## config.mk

```make
export PLATFORM = sky130hd
export DESIGN_NAME = grouped_undo_redo_stack_flat
export DESIGN_NICKNAME = d
export VERILOG_FILES = /design/src/design/gurs_pkg.sv /design/src/design/gurs_if.sv /design/src/design/grouped_undo_redo_stack.sv /design/src/design/gurs_ram.sv /design/src/design/gurs_seq.sv /design/src/flat_wrapper.sv
export SDC_FILE = /design/constraint.sdc
export NUM_CORES = 2
export LEC_CHECK = 0
export BUFFER_PORTS_ARGS = -buffer_cell sky130_fd_sc_hd__buf_2
export CAP_MARGIN = 5
export CELL_PAD_IN_SITES_DETAIL_PLACEMENT = 1
export CELL_PAD_IN_SITES_GLOBAL_PLACEMENT = 2
export CORE_MARGIN = 2
export CORE_UTILIZATION = 48
export DETAILED_ROUTE_END_ITERATION = 12
export PLACE_DENSITY_LB_ADDON = 0.1
export SETUP_SLACK_MARGIN = 0.05
export SLEW_MARGIN = 20
export SYNTH_ARGS = -nofsm -noshare
export SYNTH_HDL_FRONTEND = slang
export SYNTH_SLANG_ARGS = --single-unit
export TNS_END_PERCENT = 30
```

## constraint.sdc

```tcl
create_clock -name clk_i -period 8.45 [get_ports clk_i]
set_input_delay 0.4225 -clock clk_i [delete_from_list [all_inputs] [get_ports clk_i]]
set_output_delay 0.4225 -clock clk_i [all_outputs]
set_load 0.03 [all_outputs]
```

## src/design/gurs_pkg.sv

```systemverilog
// ----------------------------------------------------------------------------
// gurs_pkg
// sizes, codes and the result beat type of the grouped undo/redo stack
// ----------------------------------------------------------------------------
package gurs_pkg;

  localparam int HistDepth = 64;
  localparam int WordWidth = 32;

  // fixed port field widths
  localparam int CmdW   = 32;
  localparam int OpW    = 3;
  localparam int LevelW = 7;

  // stored word is masked to the smaller of the history and port widths
  localparam int StoreW = (WordWidth < CmdW) ? WordWidth : CmdW;
  localparam int IdxW   = $clog2(HistDepth);
  localparam int LvlW   = $clog2(HistDepth + 1);
  localparam int EntryW = StoreW + 1;

  typedef enum logic [OpW-1:0] {
    OP_PUSH         = 3'd0,
    OP_UNDO         = 3'd1,
    OP_REDO         = 3'd2,
    OP_STROKE_BEGIN = 3'd3,
    OP_STROKE_END   = 3'd4,
    OP_CLEAR        = 3'd5
  } opcode_e;

  typedef enum logic [1:0] {
    ST_DONE  = 2'd0,
    ST_FULL  = 2'd1,
    ST_EMPTY = 2'd2,
    ST_ACK   = 2'd3
  } status_e;

  typedef struct packed {
    status_e             status;
    logic [CmdW-1:0]     replay_word;
    logic                apply_inverse;
    logic                word_valid;
    logic                last_of_run;
    logic [LevelW-1:0]   applied_level;
    logic [LevelW-1:0]   stored_level;
  } res_t;

endpackage

```

## src/design/gurs_if.sv

```systemverilog
// ----------------------------------------------------------------------------
// gurs_if
// valid/ready channels for command beats and result beats
// ----------------------------------------------------------------------------
interface gurs_cmd_if;
  import gurs_pkg::*;

  logic            valid;
  logic            ready;
  logic [OpW-1:0]  opcode;
  logic [CmdW-1:0] command_word;

  modport source (output valid, output opcode, output command_word, input ready);
  modport sink   (input valid, input opcode, input command_word, output ready);
endinterface

interface gurs_res_if;
  import gurs_pkg::*;

  logic              valid;
  logic              ready;
  logic [1:0]        status;
  logic [CmdW-1:0]   replay_word;
  logic              apply_inverse;
  logic              word_valid;
  logic              last_of_run;
  logic [LevelW-1:0] applied_level;
  logic [LevelW-1:0] stored_level;

  modport source (
    output valid, output status, output replay_word, output apply_inverse,
    output word_valid, output last_of_run, output applied_level,
    output stored_level, input ready
  );
  modport sink (
    input valid, input status, input replay_word, input apply_inverse,
    input word_valid, input last_of_run, input applied_level,
    input stored_level, output ready
  );
endinterface

```

## src/design/grouped_undo_redo_stack.sv

```systemverilog
// ----------------------------------------------------------------------------
// grouped_undo_redo_stack
// bounded command history with grouped undo and redo replay
// ----------------------------------------------------------------------------
//  channel   dir  beat
//  cmd_i     in   opcode, command_word
//  res_o     out  status, replay_word, apply_inverse, word_valid,
//                 last_of_run, applied_level, stored_level
//
//  push, stroke, clear and empty undo/redo: one result beat per command beat
//  undo: a ram read, then one word per cycle while res_o takes beats
//  redo: a lead-in (word read plus lookahead of the next mark), then one word
//    per cycle while res_o takes beats; the single-port history ram sets the lead-in
//  async active-low reset clears levels and stroke flags; ram is not cleared
//  a stalled res_o holds the output register and pauses the walk in place
// ----------------------------------------------------------------------------
module grouped_undo_redo_stack (
  input  logic       clk_i,
  input  logic       rst_ni,
  gurs_cmd_if.sink   cmd_i,
  gurs_res_if.source res_o
);
  import gurs_pkg::*;

  // sequencer to output register
  logic res_valid;
  logic res_ready;
  res_t res;

  // output register, one result beat deep
  logic out_valid_q;
  res_t out_q;

  gurs_seq u_seq (
    .clk_i      (clk_i),
    .rst_ni     (rst_ni),
    .in_valid_i (cmd_i.valid),
    .in_ready_o (cmd_i.ready),
    .in_opcode_i(cmd_i.opcode),
    .in_word_i  (cmd_i.command_word),
    .res_valid_o(res_valid),
    .res_ready_i(res_ready),
    .res_o      (res)
  );

  // take a new beat when the register is empty or being drained
  assign res_ready = !out_valid_q || res_o.ready;

  always_ff @(posedge clk_i or negedge rst_ni) begin
    if (!rst_ni) begin
      out_valid_q <= 1'b0;
    end else if (res_ready) begin
      out_valid_q <= res_valid;
    end
  end

  always_ff @(posedge clk_i) begin
    if (res_ready && res_valid) begin
      out_q <= res;
    end
  end

  assign res_o.valid         = out_valid_q;
  assign res_o.status        = out_q.status;
  assign res_o.replay_word   = out_q.replay_word;
  assign res_o.apply_inverse = out_q.apply_inverse;
  assign res_o.word_valid    = out_q.word_valid;
  assign res_o.last_of_run   = out_q.last_of_run;
  assign res_o.applied_level = out_q.applied_level;
  assign res_o.stored_level  = out_q.stored_level;

endmodule

```

## src/design/gurs_ram.sv

```systemverilog
// ----------------------------------------------------------------------------
// gurs_ram
// single-port synchronous ram, read data registered on a read enable
// ----------------------------------------------------------------------------
module gurs_ram #(
  parameter int Depth = 64,
  parameter int Width = 33
) (
  input  logic                     clk_i,
  input  logic                     we_i,
  input  logic                     re_i,
  input  logic [$clog2(Depth)-1:0] addr_i,
  input  logic [Width-1:0]         wdata_i,
  output logic [Width-1:0]         rdata_o
);

  logic [Width-1:0] mem_q [Depth];
  logic [Width-1:0] rdata_q;

  always_ff @(posedge clk_i) begin
    if (we_i) begin
      mem_q[addr_i] <= wdata_i;
    end
    if (re_i) begin
      rdata_q <= mem_q[addr_i];
    end
  end

  assign rdata_o = rdata_q;

endmodule

```

## src/design/gurs_seq.sv

```systemverilog
// ----------------------------------------------------------------------------
// gurs_seq
// history sequencer: level counters, stroke flags and the walk over the ram
// ----------------------------------------------------------------------------
module gurs_seq (
  input  logic                             clk_i,
  input  logic                             rst_ni,
  input  logic                             in_valid_i,
  output logic                             in_ready_o,
  input  logic [gurs_pkg::OpW-1:0]         in_opcode_i,
  input  logic [gurs_pkg::CmdW-1:0]        in_word_i,
  output logic                             res_valid_o,
  input  logic                             res_ready_i,
  output gurs_pkg::res_t                   res_o
);
  import gurs_pkg::*;

  typedef enum logic [2:0] {
    S_IDLE,
    S_RESP,
    S_UEMIT,
    S_RFETCH,
    S_RPEEK,
    S_RTAIL
  } state_e;

  state_e            state_q, state_d;
  logic [LvlW-1:0]   stored_q, stored_d;
  logic [LvlW-1:0]   applied_q, applied_d;
  logic              stroke_q, stroke_d;
  logic              opened_q, opened_d;
  logic [IdxW-1:0]   idx_q, idx_d;
  logic [StoreW-1:0] word_q, word_d;
  res_t              res_q, res_d;

  logic              mem_we, mem_re;
  logic [IdxW-1:0]   mem_addr;
  logic [EntryW-1:0] mem_wdata, mem_rdata;
  logic              rd_mark;
  logic [StoreW-1:0] rd_word;

  gurs_ram #(
    .Depth(HistDepth),
    .Width(EntryW)
  ) u_ram (
    .clk_i  (clk_i),
    .we_i   (mem_we),
    .re_i   (mem_re),
    .addr_i (mem_addr),
    .wdata_i(mem_wdata),
    .rdata_o(mem_rdata)
  );

  assign rd_mark = mem_rdata[StoreW];
  assign rd_word = mem_rdata[StoreW-1:0];

  always_comb begin
    logic [LvlW-1:0] applied_inc;
    logic [LvlW-1:0] idx_inc;
    logic            opens;
    res_t            r;

    state_d   = state_q;
    stored_d  = stored_q;
    applied_d = applied_q;
    stroke_d  = stroke_q;
    opened_d  = opened_q;
    idx_d     = idx_q;
    word_d    = word_q;
    res_d     = res_q;
    mem_we    = 1'b0;
    mem_re    = 1'b0;
    mem_addr  = idx_q;
    mem_wdata = '0;
    res_valid_o = 1'b0;
    in_ready_o  = 1'b0;

    applied_inc = applied_q + LvlW'(1);
    idx_inc     = LvlW'(idx_q) + LvlW'(1);
    opens       = !stroke_q || !opened_q;

    r.status        = ST_ACK;
    r.replay_word   = '0;
    r.apply_inverse = 1'b0;
    r.word_valid    = 1'b0;
    r.last_of_run   = 1'b1;
    r.applied_level = LevelW'(applied_q);
    r.stored_level  = LevelW'(stored_q);

    unique case (state_q)
      S_IDLE: begin
        in_ready_o = 1'b1;
        if (in_valid_i) begin
          state_d = S_RESP;
          unique case (in_opcode_i)
            OP_PUSH: begin
              if (applied_q >= LvlW'(HistDepth)) begin
                r.status = ST_FULL;
              end else begin
                // redo tail dropped: the new entry lands at the applied level
                mem_we    = 1'b1;
                mem_addr  = IdxW'(applied_q);
                mem_wdata = {opens, in_word_i[StoreW-1:0]};
                stored_d  = applied_inc;
                applied_d = applied_inc;
                if (stroke_q) begin
                  opened_d = 1'b1;
                end
                r.status        = ST_DONE;
                r.applied_level = LevelW'(applied_inc);
                r.stored_level  = LevelW'(applied_inc);
              end
            end
            OP_UNDO: begin
              if (applied_q == '0) begin
                r.status = ST_EMPTY;
              end else begin
                mem_re   = 1'b1;
                mem_addr = IdxW'(applied_q - LvlW'(1));
                idx_d    = IdxW'(applied_q - LvlW'(1));
                state_d  = S_UEMIT;
              end
            end
            OP_REDO: begin
              if (applied_q >= stored_q) begin
                r.status = ST_EMPTY;
              end else begin
                mem_re   = 1'b1;
                mem_addr = IdxW'(applied_q);
                idx_d    = IdxW'(applied_q);
                state_d  = S_RFETCH;
              end
            end
            OP_STROKE_BEGIN: begin
              stroke_d = 1'b1;
              opened_d = 1'b0;
            end
            OP_STROKE_END: begin
              stroke_d = 1'b0;
              opened_d = 1'b0;
            end
            OP_CLEAR: begin
              stored_d        = '0;
              applied_d       = '0;
              opened_d        = 1'b0;
              r.applied_level = '0;
              r.stored_level  = '0;
            end
            default: begin
            end
          endcase
          res_d = r;
        end
      end

      S_RESP: begin
        res_valid_o = 1'b1;
        if (res_ready_i) begin
          state_d = S_IDLE;
        end
      end

      // rd data is entry idx_q; it stays put until the next read enable
      S_UEMIT: begin
        r.status        = ST_DONE;
        r.replay_word   = CmdW'(rd_word);
        r.apply_inverse = 1'b1;
        r.word_valid    = 1'b1;
        r.last_of_run   = (idx_q == '0) || rd_mark;
        r.applied_level = LevelW'(idx_q);
        res_valid_o     = 1'b1;
        if (res_ready_i) begin
          applied_d = LvlW'(idx_q);
          if (r.last_of_run) begin
            state_d = S_IDLE;
          end else begin
            mem_re   = 1'b1;
            mem_addr = idx_q - IdxW'(1);
            idx_d    = idx_q - IdxW'(1);
          end
        end
      end

      // first redo word arrives; if more entries are stored, peek at the next for its group mark
      S_RFETCH: begin
        word_d = rd_word;
        if (applied_inc >= stored_q) begin
          state_d = S_RTAIL;
        end else begin
          mem_re   = 1'b1;
          mem_addr = IdxW'(applied_inc);
          idx_d    = IdxW'(applied_inc);
          state_d  = S_RPEEK;
        end
      end

      // word_q is entry idx_q-1, rd data is entry idx_q
      S_RPEEK: begin
        r.status        = ST_DONE;
        r.replay_word   = CmdW'(word_q);
        r.word_valid    = 1'b1;
        r.last_of_run   = rd_mark;
        r.applied_level = LevelW'(applied_inc);
        res_valid_o     = 1'b1;
        if (res_ready_i) begin
          applied_d = applied_inc;
          if (rd_mark) begin
            state_d = S_IDLE;
          end else begin
            word_d = rd_word;
            if (idx_inc >= stored_q) begin
              state_d = S_RTAIL;
            end else begin
              mem_re   = 1'b1;
              mem_addr = IdxW'(idx_inc);
              idx_d    = IdxW'(idx_inc);
            end
          end
        end
      end

      S_RTAIL: begin
        r.status        = ST_DONE;
        r.replay_word   = CmdW'(word_q);
        r.word_valid    = 1'b1;
        r.applied_level = LevelW'(applied_inc);
        res_valid_o     = 1'b1;
        if (res_ready_i) begin
          applied_d = applied_inc;
          state_d   = S_IDLE;
        end
      end

      default: begin
        state_d = S_IDLE;
      end
    endcase

    res_o = (state_q == S_RESP) ? res_q : r;
  end

  always_ff @(posedge clk_i or negedge rst_ni) begin
    if (!rst_ni) begin
      state_q   <= S_IDLE;
      stored_q  <= '0;
      applied_q <= '0;
      stroke_q  <= 1'b0;
      opened_q  <= 1'b0;
    end else begin
      state_q   <= state_d;
      stored_q  <= stored_d;
      applied_q <= applied_d;
      stroke_q  <= stroke_d;
      opened_q  <= opened_d;
    end
  end

  always_ff @(posedge clk_i) begin
    idx_q  <= idx_d;
    word_q <= word_d;
    res_q  <= res_d;
  end

endmodule

```

## src/flat_wrapper.sv

```systemverilog
// flat-port wrapper written by rule: the top's interface ports become plain ports
module grouped_undo_redo_stack_flat import gurs_pkg::*;
  (clk_i, rst_ni, cmd_i_valid, cmd_i_opcode, cmd_i_command_word, cmd_i_ready, res_o_valid, res_o_status, res_o_replay_word, res_o_apply_inverse, res_o_word_valid, res_o_last_of_run, res_o_applied_level, res_o_stored_level, res_o_ready);
  gurs_cmd_if cmd_i_i ();
  gurs_res_if res_o_i ();
  input  logic clk_i;
  input  logic rst_ni;
  input wire logic [$bits(cmd_i_i.valid)-1:0] cmd_i_valid;
  input wire logic [$bits(cmd_i_i.opcode)-1:0] cmd_i_opcode;
  input wire logic [$bits(cmd_i_i.command_word)-1:0] cmd_i_command_word;
  output wire logic [$bits(cmd_i_i.ready)-1:0] cmd_i_ready;
  output wire logic [$bits(res_o_i.valid)-1:0] res_o_valid;
  output wire logic [$bits(res_o_i.status)-1:0] res_o_status;
  output wire logic [$bits(res_o_i.replay_word)-1:0] res_o_replay_word;
  output wire logic [$bits(res_o_i.apply_inverse)-1:0] res_o_apply_inverse;
  output wire logic [$bits(res_o_i.word_valid)-1:0] res_o_word_valid;
  output wire logic [$bits(res_o_i.last_of_run)-1:0] res_o_last_of_run;
  output wire logic [$bits(res_o_i.applied_level)-1:0] res_o_applied_level;
  output wire logic [$bits(res_o_i.stored_level)-1:0] res_o_stored_level;
  input wire logic [$bits(res_o_i.ready)-1:0] res_o_ready;
  assign cmd_i_i.valid = cmd_i_valid;
  assign cmd_i_i.opcode = cmd_i_opcode;
  assign cmd_i_i.command_word = cmd_i_command_word;
  assign cmd_i_ready = cmd_i_i.ready;
  assign res_o_valid = res_o_i.valid;
  assign res_o_status = res_o_i.status;
  assign res_o_replay_word = res_o_i.replay_word;
  assign res_o_apply_inverse = res_o_i.apply_inverse;
  assign res_o_word_valid = res_o_i.word_valid;
  assign res_o_last_of_run = res_o_i.last_of_run;
  assign res_o_applied_level = res_o_i.applied_level;
  assign res_o_stored_level = res_o_i.stored_level;
  assign res_o_i.ready = res_o_ready;
  grouped_undo_redo_stack u_core (.clk_i(clk_i), .rst_ni(rst_ni), .cmd_i(cmd_i_i), .res_o(res_o_i));
endmodule
```

### Yosys cells after proc, flatten, opt, wreduce, memory -nomap -nowiden

Memory sizes are Yosys's and may differ from the RTL's. A register that Yosys moved wholly into a read port is not among the register bits.
Index checks and enable logic that the tools add are counted.
Widths: inputs -> output; s select.

| word-level totals | value |
|---|---|
| flip-flop bits (word level) | 125 |
| latch bits | 0 |
| bits in writable memories | 2112 |
| bits in read-only memories | 0 |
| input bits | 39 |
| output and inout port bits | 53 |
| logic and storage cells | 159 |
| memories | 1 |

| operators by class | value |
|---|---|
| $add $sub $neg | 4 |
| multiply operators | 0 |
| divide/modulo/power cells | 0 |
| magnitude comparators | 4 |
| eq/ne operators | 23 |
| shift-type cells | 0 |
| multiplexer cells | 79 |
| bitwise gates (word level) | 0 |
| reductions and logical operators | 30 |

Memories:

| name | words | bits a word | rd ports | clocked after memory_dff | write ports | line | RTL |
|---|---|---|---|---|---|---|---|
| u_core.u_seq.u_ram.mem_q | 64 | 33 | 1 | 1 | 1 | gurs_ram.sv:17 | `logic [Width-1:0] mem_q [Depth];` |

Operators with widths:

| cell | count |
|---|---|
| $mux 33 | 4 |
| $pmux 32 s2 | 2 |
| $mux 6 | 11 |
| $mux 32 | 2 |
| $mux 51 | 1 |
| $pmux 6 s4 | 2 |
| $pmux 7 s3 | 2 |
| $mux 7 | 5 |
| $mux 14 | 2 |
| $pmux 14 s2 | 1 |
| $mux 1 | 25 |
| $ge 7x7->1 | 3 |
| $mux 3 | 7 |
| $pmux 6 s3 | 1 |
| $pmux 3 s5 | 1 |
| $pmux 7 s2 | 1 |
| $eq 3x2->1 const B | 4 |
| $eq 3x3->1 const B | 4 |
| $pmux 6 s2 | 1 |
| $reduce_and 6->1 | 2 |
| $sub 6x1->6 const B | 2 |
| $ne 2x2->1 const B | 5 |
| $reduce_and 3->1 | 3 |
| $ne 2x1->1 const B | 4 |
| other kinds (27) | 45 |

### Logic depth before layout (Yosys ltp)

| logic depth | value |
|---|---|
| word-level depth | 7 |
| gate-level depth with buffers | 21 |
| gate-level depth less buffers | 16 |

### Hierarchy

Synthesis repeated with hierarchy kept, for this count alone.

| unflattened totals | value |
|---|---|
| cells, all modules | 5254 |
| area total of the unflattened synthesis | 88165.8 um2 |

Modules (own cells, without submodules):

| module | instances | cells an instance | area each (um2) | sequential area each (um2) |
|---|---|---|---|---|
| gurs_ram | 1 | 4554 | 81002.7 | 64411.8 |
| gurs_seq | 1 | 645 | 5577.8 | 2097.0 |
| grouped_undo_redo_stack | 1 | 55 | 1585.3 | 1556.5 |

### Least setup slack after synthesis

OpenSTA, ideal clock, no wires.

| path | value |
|---|---|
| kind | reg-to-reg |
| start point | reg u_core.u_seq.idx_q[2] |
| end point | mem u_core.u_seq.u_ram.mem_q[12][0] (enable) |
| setup time | 0.423 ns |
| arrival | 5.495 ns |
| data required time | 8.027 ns |
| setup slack | 2.532 ns |
| cell stages (with the launch flop) | 19 |
| buffers on the path | 6 |
| period minus slack after synthesis | 5.918 ns |
| cell sequence | edfxtp_1 -> buf_2 -> buf_1 -> nand3_1 -> nor2_1 -> xor2_1 -> ha_1 -> nand2_1 -> o21ai_1 -> a211oi_2 -> o21ai_1 -> a221o_1 -> nor2_1 -> buf_2 -> buf_2 -> buf_1 -> buf_1 -> nand2_1 -> nor2_1 |

| between the ends | value |
|---|---|
| cells in the longest elaborated chain, start to end | 6 |
| elaborated cells between the ends (all ways) | 17 |
| those cells by class | add/sub (2); order compare (1); mux (12); reduce/logical (2) |

Ends and longest elaborated chain:

| item | line | RTL |
|---|---|---|
| start, declared | gurs_seq.sv:32 | `logic [IdxW-1:0] idx_q, idx_d;` |
| start signal, assigned | gurs_seq.sv:259 | `idx_q <= idx_d;` |
| $add 6x1->7 | gurs_seq.sv:79 | `idx_inc = LvlW'(idx_q) + LvlW'(1);` |
| $ge 7x7->1 | gurs_seq.sv:211 | `if (idx_inc >= stored_q) begin` |
| $mux 6 (3 in series) | - |  |
| $pmux 6 s4 * | gurs_seq.sv:90 | `unique case (state_q)` |
| end, declared | gurs_ram.sv:17 |  |

Every way passes the cells marked *; elsewhere a longest branch is shown, timed or not.

### Worst setup path in the final report

| path | value |
|---|---|
| start point | reg u_core.u_seq.applied_q[1] |
| end point | reg u_core.u_seq.u_ram.rdata_q[19], in the netlist u_core.u_seq.u_ram.rdata_o[19] (read register of u_core.u_seq.u_ram.mem_q), data pin |

| between the ends | value |
|---|---|
| cells in the longest elaborated chain, start to end | 5 |
| elaborated cells between the ends (all ways) | 19 |
| those cells by class | add/sub (2); order compare (3); mux (13); reduce/logical (1) |

Ends and longest elaborated chain:

| item | line | RTL |
|---|---|---|
| start, declared | gurs_seq.sv:29 | `logic [LvlW-1:0] applied_q, applied_d;` |
| start signal, assigned | gurs_seq.sv:252 | `applied_q <= applied_d;` |
| parallel branches: the longest is 5 deep, another holds $add 7x1->7 | - |  |
| end, declared | gurs_ram.sv:18 | `logic [Width-1:0] rdata_q;` |

Several ways; the timed one is not identified.
A chain may end at the register's enable or synchronous reset.

==> results.cfg <==
[status]
outcome = completed

[detailed_routing]
routed_wl_mm = 331
dr.first_iter.drc_count = 8178
wl_per_cell_um = 39.0
ant_nets = 0
drc = 0
drt-pass1-iter-count = 6
vias = 57200
vias_per_cell = 6.74

[worst_setup_path]
crit_arrival_ps = 7870
rr_endpoint = u_core.u_seq.u_ram.rdata_o[19]$_DFFE_PP_
cp-start-kind = register
slowest_delay_ps = 860
cp.required_ps = 9040
rr_worst_depth = 16
worst-path-max-fanout = 46
path_class = register to register
rrSetupSlack_ps = 1170
crit_chain = ha_1, nand3_1, xnor2_1, ha_1, a211o_1, a21oi_1, o21a_1, o22ai_1, a211o_2, nor4_4, buf_12, buf_12, a221oi_1, a2111o_1, a211oi_1, nand4_1
reg2reg_from = u_core.u_seq.applied_q[1]$_DFFE_PN0P_
slowest_stage = nor4_4
end_kind = register

[global_routing]
grt_max_degree = 93
grt_overflow = 0
antenna_found_initial = 13
first_global_vias = 57100
grt_pass1_wl_mm = 460
grtUsageTotal = 0.343

[timing]
setup-tns-final_ps = 0
final_hold_viol_count = 0
slew_viol_final = 0
period_share = 0.861
max_clock_freq_mhz = 137
worst-slew-pin-transition_ps = 1130
rsz0062_at_grt = false
skew_ps = 62.6
slew_headroom = 0.245
min_period_ps = 7280
setup_viol = 0

[power]
clock_power_share = 0.222
swShare = 0.451
power_frac_comb = 0.471
power_frac_seq = 0.306
p_int_mw = 24.0
p_per_area_nw_per_um2 = 427
p_sw_mw = 19.7
power_leakage_nw = 35.2
p_total_mw = 43.8
vdd_drop_max_mv = 0.518

[logic_synthesis]
synth_top_flop_cell = edfxtp_1
synth_nets = 5675
avgSynthCellArea_um2 = 16.0
async_flop_share = 0.00881
synth_area_um2 = 90000
synth-seq-area-share = 0.756
ys_types = 97
synth-seq-cells = 2270
yosysWarnings = 0
synth_edf_count = 2250
synthCells = 5610

[cts]
cts_tree = built
cts_root_buffer = clkbuf_16
clk_pin_slew_worst_paths_ps = 60
htree_levels = 4
clk_latency_ps = 900
cts_sinks = 2270
cts_buffers = 228
clock_path_buffers = 3

[floorplan]
core_um2 = 186000
die_w_um = 437
top_level_ports = 92
fp-row-count = 158
dieHeight_um = 437
initial_utilization = 0.484
dieArea_um2 = 191000

[cells_and_area]
final_common_cell = edfxtp_1
layout_common_cells = 2250 x edfxtp_1, 415 x nand2_1, 236 x o21ai_0, 230 x clkbuf_16, 226 x mux2i_1
final_util = 0.551
final_nets = 5880
drive_above_1_share = 0.163
syn2layout_area_growth_pct = 13.9

[placed_design]
hpwl_mm = 201
routabilityCongestion = 0.874
port_buffers = 91

[worst_hold_path]
hp-class = input pin to async pin

[run]
cap_violations = 0
[final cells by class]
type	instances	area, µm²
Antenna cell	4	10.0
Clock buffer	289	5980
Clock inverter	127	1080
Fill cell	17100	83400
Inverter	22	83.8
Multi-Input combinational cell	2924	20900
Sequential cell	2270	68100
Tap cell	2480	3100
Timing Repair Buffer	369	3230
[sequential cells by signal (all words and copies together), names as in the netlist, 2 cells and up]
name,cells
u_core.u_seq.u_ram.mem_q,2112
u_core.u_seq.state_q,3
u_core.u_seq.idx_q,6
u_core.res_o.applied_level,7
u_core.u_seq.word_q,32
u_core.res_o.replay_word,32
u_core.res_o.stored_level,7
u_core.u_seq.res_q,16
u_core.res_o.status,2
u_core.u_seq.applied_q,7
u_core.u_seq.stored_q,7
u_core.u_seq.u_ram.rdata_o,33
[through the flow]
stage | std cells | worst slack (ps) | area, µm² | hold WS, ps
CTS | 8478 | 1230 | 102000 | 19.9
finish | 8485 | 1170 | 102000 | 64.6
global route | 8482 | 998 | 102000 | 34.3
detailed placement | 8056 | 1260 | 95300 | 451
floorplan | 5610 | 2530 | 90000 | 127
global placement | 8056 | 1130 | 95300 | 436
[what timing repair did]
item                                   CTS  global route
gates resized for setup                  0             0
hold buffers                             6             0
endpoints found under the hold margin   24             0
setup buffers                            0             0
[power groups by stage]
stage,logic (mW),registers (mW),clock network [mW]
after floorplan,10.6,13.6,0
after global placement,19.9,13.6,0
after detailed placement,20.0,13.6,0
after CTS,20.2,13.4,9.80
after global routing,21.2,13.4,10.2
final,20.6,13.4,9.72
[how the worst max path moves through the flow]
| stage | from | endpoint | depth (start not counted) |
|---|---|---|---|
| after global placement | u_core.u_seq.idx_q[0]$_DFFE_PP_ | u_core.u_seq.u_ram.mem_q[51][23]$_DFFE_PP_ | 16 |
| after global routing | u_core.u_seq.applied_q[1]$_DFFE_PN0P_ | u_core.u_seq.u_ram.rdata_o[5]$_DFFE_PP_ | 16 |
| after floorplan | u_core.u_seq.idx_q[2]$_DFFE_PP_ | u_core.u_seq.u_ram.mem_q[12][0]$_DFFE_PP_ | 18 |
| after detailed placement | u_core.u_seq.applied_q[1]$_DFFE_PN0P_ | u_core.u_seq.u_ram.rdata_o[5]$_DFFE_PP_ | 16 |
| final | u_core.u_seq.applied_q[1]$_DFFE_PN0P_ | u_core.u_seq.u_ram.rdata_o[19]$_DFFE_PP_ | 16 |
| after CTS | u_core.u_seq.applied_q[1]$_DFFE_PN0P_ | u_core.u_seq.u_ram.rdata_o[5]$_DFFE_PP_ | 16 |
[critical path, delay by kind of cell, from the launching register on]
kind                       cells  cell delay, ps
DFF                            1             580
adders and majority gates      2             730
and+or+nand+nor                3            1250
AOI/OAI and AO/OA              8            3000
buffers and inverters          2             660
xor gates and xnor gates       1             640
[cells in the mapped netlist (26+ instances only)]
library cell  count  area [µm²]
buf_2           157         786
mux2i_1         226        2260
a31oi_1          61         382
o221ai_1         34         298
a22oi_1         224        1680
nor3_1           30         150
and2_1           55         344
nand3_1         179         896
nand4_1          31         194
mux2_1           38         428
a21oi_1         213        1070
clkbuf_1        175         657
o21ai_1          49         245
o211ai_1         33         248
and3_1           96         601
a211oi_1         80         601
ha_1             26         325
nand2_1         417        1570
buf_1            46         173
mux2_2          124        1400
nor2_1          163         612
edfxtp_1       2250       67600
o21ai_0         236        1180
a22o_1           71         622
a21o_1           37         278
o22ai_1          41         257
a221oi_1        181        1590
[metal layers]
metal / global-route usage / share of wire / up-vias / wire [µm]
met2: 0.530 / 0.46 / 3341 / 152000
met5: 0 / 0.00021 / - / 69
li1: - / - / 23000 / -
met1: 0.475 / 0.39 / 30200 / 130000
met3: 0.0642 / 0.096 / 645 / 31700
met4: 0.154 / 0.050 / 10 / 16600
[cell families (layout without fill, tap and decap cells)]
family,Yosys count,after routing,share of synthesized area
and+or+nand+nor,1033,1033,0.0537
DFF,2270,2270,0.756
AOI/OAI and AO/OA,1440,1440,0.113
xor gates and xnor gates,12,12,0.00117
adders and majority gates,26,26,0.00362
other,0,4,0
muxes,413,413,0.0517
buffers and inverters,416,807,0.0202
(Power assumes the default switching activity.)
